===== config.mk =====
export PLATFORM = sky130hd
export DESIGN_NAME = alu8_flags_unit
export DESIGN_NICKNAME = d
export VERILOG_FILES = /design/src/rtl/alu8f_pkg.sv /design/src/rtl/alu8f_stage.sv /design/src/rtl/alu8f_core.sv /design/src/rtl/alu8_flags_unit.sv
export SDC_FILE = /design/constraint.sdc
export NUM_CORES = 1
export LEC_CHECK = 0
export BUFFER_PORTS_ARGS = -buffer_cell sky130_fd_sc_hd__clkbuf_2
export CAP_MARGIN = 0
export CORE_MARGIN = 2
export CORE_UTILIZATION = 64
export CTS_CLUSTER_DIAMETER = 200
export DETAILED_ROUTE_END_ITERATION = 10
export GPL_TIMING_DRIVEN = 0
export PLACE_DENSITY_LB_ADDON = 0.12
export SLEW_MARGIN = 20
export SYNTH_ARGS = -nofsm -noshare
export SYNTH_HDL_FRONTEND = slang
export SYNTH_SLANG_ARGS = --single-unit

===== constraint.sdc =====
create_clock -name clk_i -period 10.3 [get_ports clk_i]
set_input_delay 1.545 -clock clk_i [delete_from_list [all_inputs] [get_ports clk_i]]
set_output_delay 1.545 -clock clk_i [all_outputs]
set_load 0.01 [all_outputs]

===== src/rtl/alu8f_pkg.sv =====
`timescale 1ns / 1ps
`default_nettype none
// ----------------------------------------------------------------------------
// alu8f_pkg: shared types and constants of the 8-bit alu flags unit
// operation codes, item layouts and the decimal adjust limits
// ----------------------------------------------------------------------------
package alu8f_pkg;

  localparam int unsigned ByteW = 8;
  localparam int unsigned NibW  = 4;

  typedef enum logic [3:0] {
    OP_CLR = 4'd0,
    OP_ADD = 4'd1,
    OP_AND = 4'd2,
    OP_NEG = 4'd3,
    OP_DAA = 4'd4,
    OP_NOT = 4'd5,
    OP_OR  = 4'd6,
    OP_RLC = 4'd7,
    OP_RRC = 4'd8,
    OP_SUB = 4'd9,
    OP_XOR = 4'd10
  } op_e;

  // decimal adjust limits on a nibble
  localparam logic [NibW-1:0] DaaFixLimit = 4'd9;
  localparam logic [NibW-1:0] DaaFlagLimit = 4'd3;
  localparam logic [ByteW-1:0] DaaLowAdd  = 8'h06;
  localparam logic [ByteW-1:0] DaaHighAdd = 8'h60;

  // packed so that the last field lands in the lowest bits
  typedef struct packed {
    logic             aux_carry_in;
    logic             carry_in;
    logic [ByteW-1:0] operand_b;
    logic [ByteW-1:0] operand_a;
    logic [3:0]       action;
  } in_item_t;

  typedef struct packed {
    logic             sign_flag;
    logic             parity_flag;
    logic             zero_flag;
    logic             aux_carry_out;
    logic             carry_out;
    logic [ByteW-1:0] result;
  } out_item_t;

  localparam int unsigned InItemW  = $bits(in_item_t);
  localparam int unsigned OutItemW = $bits(out_item_t);
  localparam int unsigned InDataW  = ((InItemW + 7) / 8) * 8;
  localparam int unsigned OutDataW = ((OutItemW + 7) / 8) * 8;

  function automatic logic even_parity(input logic [ByteW-1:0] value);
    even_parity = ~(^value);
  endfunction

endpackage : alu8f_pkg
`default_nettype wire


===== src/rtl/alu8f_stage.sv =====
`timescale 1ns / 1ps
`default_nettype none
// ----------------------------------------------------------------------------
// alu8f_stage: pipeline register with valid/ready flow control
// holds one item, takes a new one whenever it is empty or the held item leaves
// ----------------------------------------------------------------------------
module alu8f_stage #(
  parameter int unsigned Width = 8
) (
  input  wire logic             clk_i,
  input  wire logic             rst_ni,
  input  wire logic             valid_i,
  output logic                  ready_o,
  input  wire logic [Width-1:0] data_i,
  output logic                  valid_o,
  input  wire logic             ready_i,
  output logic [Width-1:0]      data_o
);

  logic             valid_q;
  logic [Width-1:0] data_q;

  assign ready_o = !valid_q || ready_i;
  assign valid_o = valid_q;
  assign data_o  = data_q;

  always_ff @(posedge clk_i or negedge rst_ni) begin
    if (!rst_ni) begin
      valid_q <= 1'b0;
    end else if (ready_o) begin
      valid_q <= valid_i;
    end
  end

  always_ff @(posedge clk_i) begin
    if (ready_o && valid_i) begin
      data_q <= data_i;
    end
  end

endmodule : alu8f_stage
`default_nettype wire


===== src/rtl/alu8f_core.sv =====
`timescale 1ns / 1ps
`default_nettype none
// ----------------------------------------------------------------------------
// alu8f_core: combinational 8-bit alu with 8080-style flags
// computes the result byte, carry, aux carry, zero, parity and sign
// ----------------------------------------------------------------------------
module alu8f_core (
  input  wire alu8f_pkg::in_item_t item_i,
  output alu8f_pkg::out_item_t     item_o
);

  logic [alu8f_pkg::ByteW:0]     add_sum;
  logic [alu8f_pkg::ByteW:0]     sub_diff;
  logic [alu8f_pkg::NibW:0]      add_nib;
  logic [alu8f_pkg::NibW:0]      sub_nib;
  logic                          daa_low_fix;
  logic                          daa_high_fix;
  logic [alu8f_pkg::ByteW-1:0]   daa_mid;
  logic [alu8f_pkg::ByteW-1:0]   daa_res;
  logic [alu8f_pkg::ByteW-1:0]   res;
  logic                          cy;
  logic                          ac;
  logic                          set_zps;

  assign add_sum  = {1'b0, item_i.operand_a} + {1'b0, item_i.operand_b}
                  + {{alu8f_pkg::ByteW{1'b0}}, item_i.carry_in};
  // bit 8 of the 9-bit difference is the borrow
  assign sub_diff = {1'b0, item_i.operand_a} - {1'b0, item_i.operand_b}
                  - {{alu8f_pkg::ByteW{1'b0}}, item_i.carry_in};
  assign add_nib  = {1'b0, item_i.operand_a[3:0]} + {1'b0, item_i.operand_b[3:0]}
                  + {{alu8f_pkg::NibW{1'b0}}, item_i.carry_in};
  // half carry of subtract is taken from the nibble sum
  assign sub_nib  = {1'b0, item_i.operand_a[3:0]} + {1'b0, item_i.operand_b[3:0]};

  assign daa_low_fix  = (item_i.operand_a[3:0] > alu8f_pkg::DaaFixLimit)
                     || item_i.aux_carry_in;
  assign daa_mid      = daa_low_fix ? item_i.operand_a + alu8f_pkg::DaaLowAdd
                                    : item_i.operand_a;
  assign daa_high_fix = (daa_mid[7:4] > alu8f_pkg::DaaFixLimit) || item_i.carry_in;
  assign daa_res      = daa_high_fix ? daa_mid + alu8f_pkg::DaaHighAdd : daa_mid;

  always_comb begin
    res     = item_i.operand_a;
    cy      = 1'b0;
    ac      = 1'b0;
    set_zps = 1'b1;
    case (item_i.action)
      alu8f_pkg::OP_CLR: begin
        res = '0;
      end
      alu8f_pkg::OP_ADD: begin
        res = add_sum[alu8f_pkg::ByteW-1:0];
        cy  = add_sum[alu8f_pkg::ByteW];
        ac  = add_nib[alu8f_pkg::NibW];
      end
      alu8f_pkg::OP_AND: begin
        res = item_i.operand_a & item_i.operand_b;
      end
      alu8f_pkg::OP_NEG: begin
        res     = -item_i.operand_a;
        set_zps = 1'b0;
      end
      alu8f_pkg::OP_DAA: begin
        res = daa_res;
        ac  = daa_low_fix && (item_i.operand_a[3:0] > alu8f_pkg::DaaFlagLimit);
        cy  = daa_high_fix && (daa_mid[7:4] > alu8f_pkg::DaaFlagLimit);
      end
      alu8f_pkg::OP_NOT: begin
        res     = ~item_i.operand_a;
        set_zps = 1'b0;
      end
      alu8f_pkg::OP_OR: begin
        res = item_i.operand_a | item_i.operand_b;
      end
      alu8f_pkg::OP_RLC: begin
        res     = {item_i.operand_a[6:0], item_i.carry_in};
        cy      = item_i.operand_a[7];
        set_zps = 1'b0;
      end
      alu8f_pkg::OP_RRC: begin
        res     = {item_i.carry_in, item_i.operand_a[7:1]};
        cy      = item_i.operand_a[0];
        set_zps = 1'b0;
      end
      alu8f_pkg::OP_SUB: begin
        res = sub_diff[alu8f_pkg::ByteW-1:0];
        cy  = sub_diff[alu8f_pkg::ByteW];
        ac  = sub_nib[alu8f_pkg::NibW];
      end
      alu8f_pkg::OP_XOR: begin
        res = item_i.operand_a ^ item_i.operand_b;
      end
      default: begin
        // undefined codes pass operand_a through, with zero, parity and sign from it and carries clear
        res = item_i.operand_a;
      end
    endcase
  end

  assign item_o.result        = res;
  assign item_o.carry_out     = cy;
  assign item_o.aux_carry_out = ac;
  assign item_o.zero_flag     = set_zps && (res == '0);
  assign item_o.parity_flag   = set_zps && alu8f_pkg::even_parity(res);
  assign item_o.sign_flag     = set_zps && res[alu8f_pkg::ByteW-1];

endmodule : alu8f_core
`default_nettype wire


===== src/rtl/alu8_flags_unit.sv =====
`timescale 1ns / 1ps
`default_nettype none
// path: an item accepted into the input register passes the alu and leaves from the result register
// throughput: 1 item per cycle while results are taken, the alu is one level of logic between the two registers
// the input side is ready unless both registers hold an item and the result is not taken
// reset: both registers drop their valid bits; there is no other state
// ----------------------------------------------------------------------------
// alu8_flags_unit: 8-bit alu with 8080-style flags on a stream interface
// registered input item, combinational alu, registered result item
// ----------------------------------------------------------------------------
module alu8_flags_unit (
  input  wire logic                           clk_i,
  input  wire logic                           rst_ni,
  input  wire logic                           s_axis_tvalid_i,
  output logic                                s_axis_tready_o,
  // action[3:0], operand_a[11:4], operand_b[19:12], carry_in[20],
  // aux_carry_in[21], zero fill[23:22]
  input  wire logic [alu8f_pkg::InDataW-1:0]  s_axis_tdata_i,
  output logic                                m_axis_tvalid_o,
  input  wire logic                           m_axis_tready_i,
  // result[7:0], carry_out[8], aux_carry_out[9], zero_flag[10],
  // parity_flag[11], sign_flag[12], zero fill[15:13]
  output logic [alu8f_pkg::OutDataW-1:0]      m_axis_tdata_o
);

  alu8f_pkg::in_item_t  in_item;
  alu8f_pkg::in_item_t  held_item;
  alu8f_pkg::out_item_t alu_item;
  alu8f_pkg::out_item_t res_item;
  logic                 held_valid;
  logic                 res_ready;

  assign in_item = s_axis_tdata_i[alu8f_pkg::InItemW-1:0];

  alu8f_stage #(
    .Width (alu8f_pkg::InItemW)
  ) u_in_stage (
    .clk_i   (clk_i),
    .rst_ni  (rst_ni),
    .valid_i (s_axis_tvalid_i),
    .ready_o (s_axis_tready_o),
    .data_i  (in_item),
    .valid_o (held_valid),
    .ready_i (res_ready),
    .data_o  (held_item)
  );

  alu8f_core u_core (
    .item_i (held_item),
    .item_o (alu_item)
  );

  alu8f_stage #(
    .Width (alu8f_pkg::OutItemW)
  ) u_out_stage (
    .clk_i   (clk_i),
    .rst_ni  (rst_ni),
    .valid_i (held_valid),
    .ready_o (res_ready),
    .data_i  (alu_item),
    .valid_o (m_axis_tvalid_o),
    .ready_i (m_axis_tready_i),
    .data_o  (res_item)
  );

  assign m_axis_tdata_o = {{(alu8f_pkg::OutDataW - alu8f_pkg::OutItemW){1'b0}}, res_item};

  // a held item always moves to the result register when it has room
  assert property (@(posedge clk_i) disable iff (!rst_ni)
    (held_valid && res_ready) |=> m_axis_tvalid_o)
    else $error("held item did not reach the result register");

  // flag-less operations leave zero, parity and sign clear
  assert property (@(posedge clk_i) disable iff (!rst_ni)
    (held_valid && (held_item.action == alu8f_pkg::OP_NEG
                 || held_item.action == alu8f_pkg::OP_NOT
                 || held_item.action == alu8f_pkg::OP_RLC
                 || held_item.action == alu8f_pkg::OP_RRC))
    |-> (!alu_item.zero_flag && !alu_item.parity_flag && !alu_item.sign_flag))
    else $error("flags set on an operation that clears them");

  // clear gives zero result with zero and parity set
  assert property (@(posedge clk_i) disable iff (!rst_ni)
    (held_valid && held_item.action == alu8f_pkg::OP_CLR)
    |-> (alu_item.result == '0 && alu_item.zero_flag && alu_item.parity_flag
         && !alu_item.carry_out))
    else $error("clear produced a wrong item");

  // while the result register stalls, the input register keeps its held item
  assert property (@(posedge clk_i) disable iff (!rst_ni)
    (m_axis_tvalid_o && !m_axis_tready_i && held_valid) |=> held_valid)
    else $error("held item lost while the result side stalled");

endmodule : alu8_flags_unit
`default_nettype wire

==> results.md <==
Yosys:
- The fraction of synthesis flops using an asynchronous set or reset pin is 0.0541.
- The average instance area after synthesis is 8.94 sq um.
- Of all cell types, the one taking the most synthesized area is sky130_fd_sc_hd__edfxtp_1.
- The synthesized cell area is 3850 sq um.
- By count the netlist is led by sky130_fd_sc_hd__ha_1, sky130_fd_sc_hd__edfxtp_1, sky130_fd_sc_hd__nand2_1.
- The cell count after synthesis is 431.
- The post-synthesis sequential area ratio is 0.286.
- The count of yosys warnings during synthesis is 0.
- The post-synthesis register bit count is 37.
- The flip-flop cell with the highest count after synthesis is sky130_fd_sc_hd__edfxtp_1.
- Yosys mapped a number of flops with a built-in enable equal to 35.
- Of the post-synthesis cell area, the dominant cell type holds 0.273.
- The distinct cell type count after synthesis is 74.
- The most common cell in the synthesized netlist is sky130_fd_sc_hd__ha_1.
- Yosys attributes the largest share of cell area to sky130_fd_sc_hd__edfxtp_1, sky130_fd_sc_hd__ha_1, sky130_fd_sc_hd__xnor2_1, sky130_fd_sc_hd__nand2_1, sky130_fd_sc_hd__inv_1.

Clock tree:
- The hold buffer count at CTS is 0.
- No sink is reached through more buffers than the 2 on the longest clock path.
- For this design, the sink count on the clock tree is 37.
- The post-cts resize count is 0.
- The H-tree depth reported by CTS is 2.
- The clock-pin slew on the worst setup and hold paths is 0.08 ns.
- The later pin in the worst-skew pair is clocked with a latency of 0.30 ns.
- The number of buffers inserted by post-CTS setup repair is 0.
- The cell sitting at the root of the clock tree is a sky130_fd_sc_hd__clkbuf_8.
- The total clock buffers created by CTS is 5.
- TritonCTS built the clock tree.

Floorplanning:
- From left edge to right edge, the die measures 81.6 um.
- In this run the vertical extent of the chip is 81.6 um.
- The cell row count is 28.
- 46 I/O pins were placed.
- The overall die area is 6660 sq um.
- The area of the core is 5890 sq um.
- The starting density of the core is 0.655.

Global routing:
- The wire length of the first global-routing pass is 16.9 mm.
- The via count of the first global-routing pass is 3330.
- The initial antenna violation count was 0.
- Across every metal layer, demand over resource in global routing totals 0.336.
- Global routing finished with a remaining overflow of 0.
- Entering global routing, the biggest net connects 23 pins.

Routing:
- The detailed router placed 3585 vias in this run.
- The number of routed nets with antenna violations is 0.
- The DRC marker count from the first detailed-route iteration is 422.
- The number of design rule violations left after detail routing is 0.
- The average wire per standard cell is 19.3 um.
- The first-pass detailed-route iteration total is 5.
- After detailed routing, the number of vias per cell comes to 6.45.
- The final layout contains routed wiring with a total length of 10.7 mm.

Final layout:
- Once layout is complete, the utilization of the core stands at 0.725.
- The post-layout net count is 552.
- The area growth from synthesis to layout is 10.7%.
- The repair_antennas step left the layout with diodes totalling 0.
- Of the cells placed in the final design, the portion with a size suffix greater than 1 is 0.164.

STA:
- The post-route setup TNS is 0 ns.
- The worst path in the final design needs a cycle of 4.19 ns, including I/O delays and setup.
- Of the available clock period, the critical path in the final layout requires 0.407.
- The number of setup violations in the final report is 0.
- The final count of pins violating max slew came to 0.
- The actual slew at the worst max-slew pin is 0.799 ns.
- Derived from the worst setup path, the maximum achievable clock frequency is 238 MHz.
- In this run the tightest slew margin relative to its limit is 0.466.
- On the final layout, the worst clock skew is 0.00720 ns.
- Setup repair after global routing left no endpoint under its margin.
- The number of hold violations in the final report is 0.
- The worst hold-check slack is 0.497 ns.

Power and ir drop:
- Summed over all nets, the switching power comes to 0.000184 W.
- The internal portion of the total power is 0.000334 W.
- Of the total power, combinational logic draws 0.380.
- The sequential share of power is 0.374.
- The net switching share of the total power is 0.355.
- The power density over the cells is 122 nW/um^2.
- The leakage power figure is 1.82 nW.
- The maximum ir drop on the vdd rail is 0.0763 mV.
- Of the total power, the clock network draws 0.245.

Worst setup path:
- The endpoint of the lowest-slack register-to-register path is u_out_stage.data_o[11]$_DFFE_PP_.
- Setup slack on the worst reg-to-reg path comes out at 6.11 ns.
- The arrival time at the worst endpoint is 4.21 ns.
- The category of the critical setup timing path is reg -> reg.
- STA classifies the critical path startpoint as a register.
- Along the worst path, the maximum fanout reaches 12.
- The required time of the critical path is 10.32 ns.
- The critical path capture point type is a register.
- The depth of the worst register-to-register path is 13.
- The beginning of the worst register-to-register path is u_in_stage.data_o[5]$_DFFE_PP_.

Run:
- The number of violations of the max-capacitance limit is 0.

Place:
- Input and output buffers added on the ports amount to 40.
- The placer's final routability congestion estimate is 0.986.
- The half-perimeter wire length of the detailed placement result is 8.45 mm.

Hold path:
- The start point of the worst min-delay path is u_in_stage.valid_o$_DFFE_PN0N_.
- The instance count along the most critical hold path is 1.
- For hold timing, the worst endpoint is u_out_stage.valid_o$_DFFE_PN0P_.
- The path class of the tightest hold or removal check is reg -> reg.

Status:
- The run finished with clean final reports.
==> metrics by stage <==
| stage | cells | area (sq um) | total power (W) | setup WS (ns) |
|---|---|---|---|---|
| floorplan | 433 | 3860 | 0.000334 | 6.76 |
| global placement | 548 | 4150 | 0.000382 | 6.26 |
| detailed placement | 548 | 4150 | 0.000390 | 6.14 |
| CTS | 556 | 4260 | 0.000515 | 6.11 |
| global route | 556 | 4270 | 0.000544 | 5.86 |
| finish | 556 | 4270 | 0.000519 | 6.11 |
==> state kept, by name, summed over array words and instances (netlist names) <==
name                 count
u_out_stage.valid_o      1
u_in_stage.valid_o       1
u_out_stage.data_o      13
u_in_stage.data_o       22
==> critical path: stages (launching register included) <==
cell,delay (ns)
sky130_fd_sc_hd__edfxtp_1,0.72
sky130_fd_sc_hd__inv_1,0.31
sky130_fd_sc_hd__ha_1,0.34
sky130_fd_sc_hd__o21bai_4,0.27
sky130_fd_sc_hd__o221ai_4,0.21
sky130_fd_sc_hd__nor2_1,0.31
sky130_fd_sc_hd__xnor2_1,0.12
sky130_fd_sc_hd__ha_1,0.33
sky130_fd_sc_hd__or3_1,0.39
sky130_fd_sc_hd__a41o_1,0.20
sky130_fd_sc_hd__ha_1,0.31
sky130_fd_sc_hd__xor2_1,0.19
sky130_fd_sc_hd__xnor2_1,0.14
sky130_fd_sc_hd__nor2_1,0.07
==> layout make-up <==
class	count	area (sq um)
Buffer	27	140
Multi-Input combinational cell	337	2500
Tap cell	75	93.8
Clock inverter	3	41.3
Inverter	32	120
Sequential cell	37	1100
Timing Repair Buffer	40	200
Clock buffer	5	68.8
Fill cell	472	1620
==> power by group through the flow <==
stage / Sequential (W) / Combinational, W / Clock [W]
6_report: 0.000194 / 0.000197 / 0.000127
3_5_place_dp: 0.000198 / 0.000192 / 0
2_1_floorplan: 0.000199 / 0.000135 / 0
4_1_cts: 0.000194 / 0.000193 / 0.000127
5_1_grt: 0.000196 / 0.000216 / 0.000132
3_3_place_gp: 0.000197 / 0.000185 / 0
==> routing by layer <==
| layer | global-route usage | part of all wire | vias up | routed length [um] |
|---|---|---|---|---|
| met2 | 0.525 | 0.45 | 192 | 4790 |
| met3 | 0.0495 | 0.090 | 28 | 961 |
| met4 | 0.135 | 0.033 | 0 | 356 |
| met5 | 0 | 0 | - | 0 |
| met1 | 0.465 | 0.43 | 1663 | 4630 |
| li1 | - | - | 1702 | - |
==> cells by family (layout without fill, tap and decap cells) <==
family,Yosys count,in the layout,synth area share
buffers and inverters,59,107,0.0676
AO/OA/AOI/OAI,121,121,0.236
flip-flops,37,37,0.286
multiplexers,4,4,0.0107
other,1,3,0.000973
XOR/XNOR,22,22,0.0500
AND/OR/NAND/NOR,143,143,0.196
adder cells (fa/ha/maj),44,44,0.153
==> cell usage in the layout, fill, tap and decap left out, drive strengths merged, types with 4 or more instances in the layout <==
cell / instances
clkbuf: 51
ha: 39
edfxtp: 35
nand2: 33
inv: 32
nor2: 30
o21ai: 21
buf: 21
a21oi: 20
xnor2: 15
nor3: 14
nand2b: 14
nand3: 10
xor2: 7
a211oi: 7
and3: 6
nor2b: 6
a31oi: 6
a21o: 6
o22ai: 5
or3: 5
o31ai: 5
a22oi: 5
fa: 5
and2: 5
a41oi: 4
o221ai: 4
==> worst max-delay path by stage <==
stage | start | end | slack [ns] | cells past startpoint
detailed placement | u_in_stage.data_o[5]$_DFFE_PP_ | u_out_stage.data_o[11]$_DFFE_PP_ | 6.14 | 13
CTS | u_in_stage.data_o[5]$_DFFE_PP_ | u_out_stage.data_o[11]$_DFFE_PP_ | 6.11 | 13
finish | u_in_stage.data_o[5]$_DFFE_PP_ | u_out_stage.data_o[11]$_DFFE_PP_ | 6.11 | 13
global route | u_in_stage.data_o[5]$_DFFE_PP_ | u_out_stage.data_o[11]$_DFFE_PP_ | 5.86 | 13
global placement | u_in_stage.data_o[5]$_DFFE_PP_ | u_out_stage.data_o[11]$_DFFE_PP_ | 6.26 | 13
floorplan | u_in_stage.data_o[5]$_DFFE_PP_ | u_out_stage.data_o[11]$_DFFE_PP_ | 6.76 | 13
(Power assumes the default switching activity.)
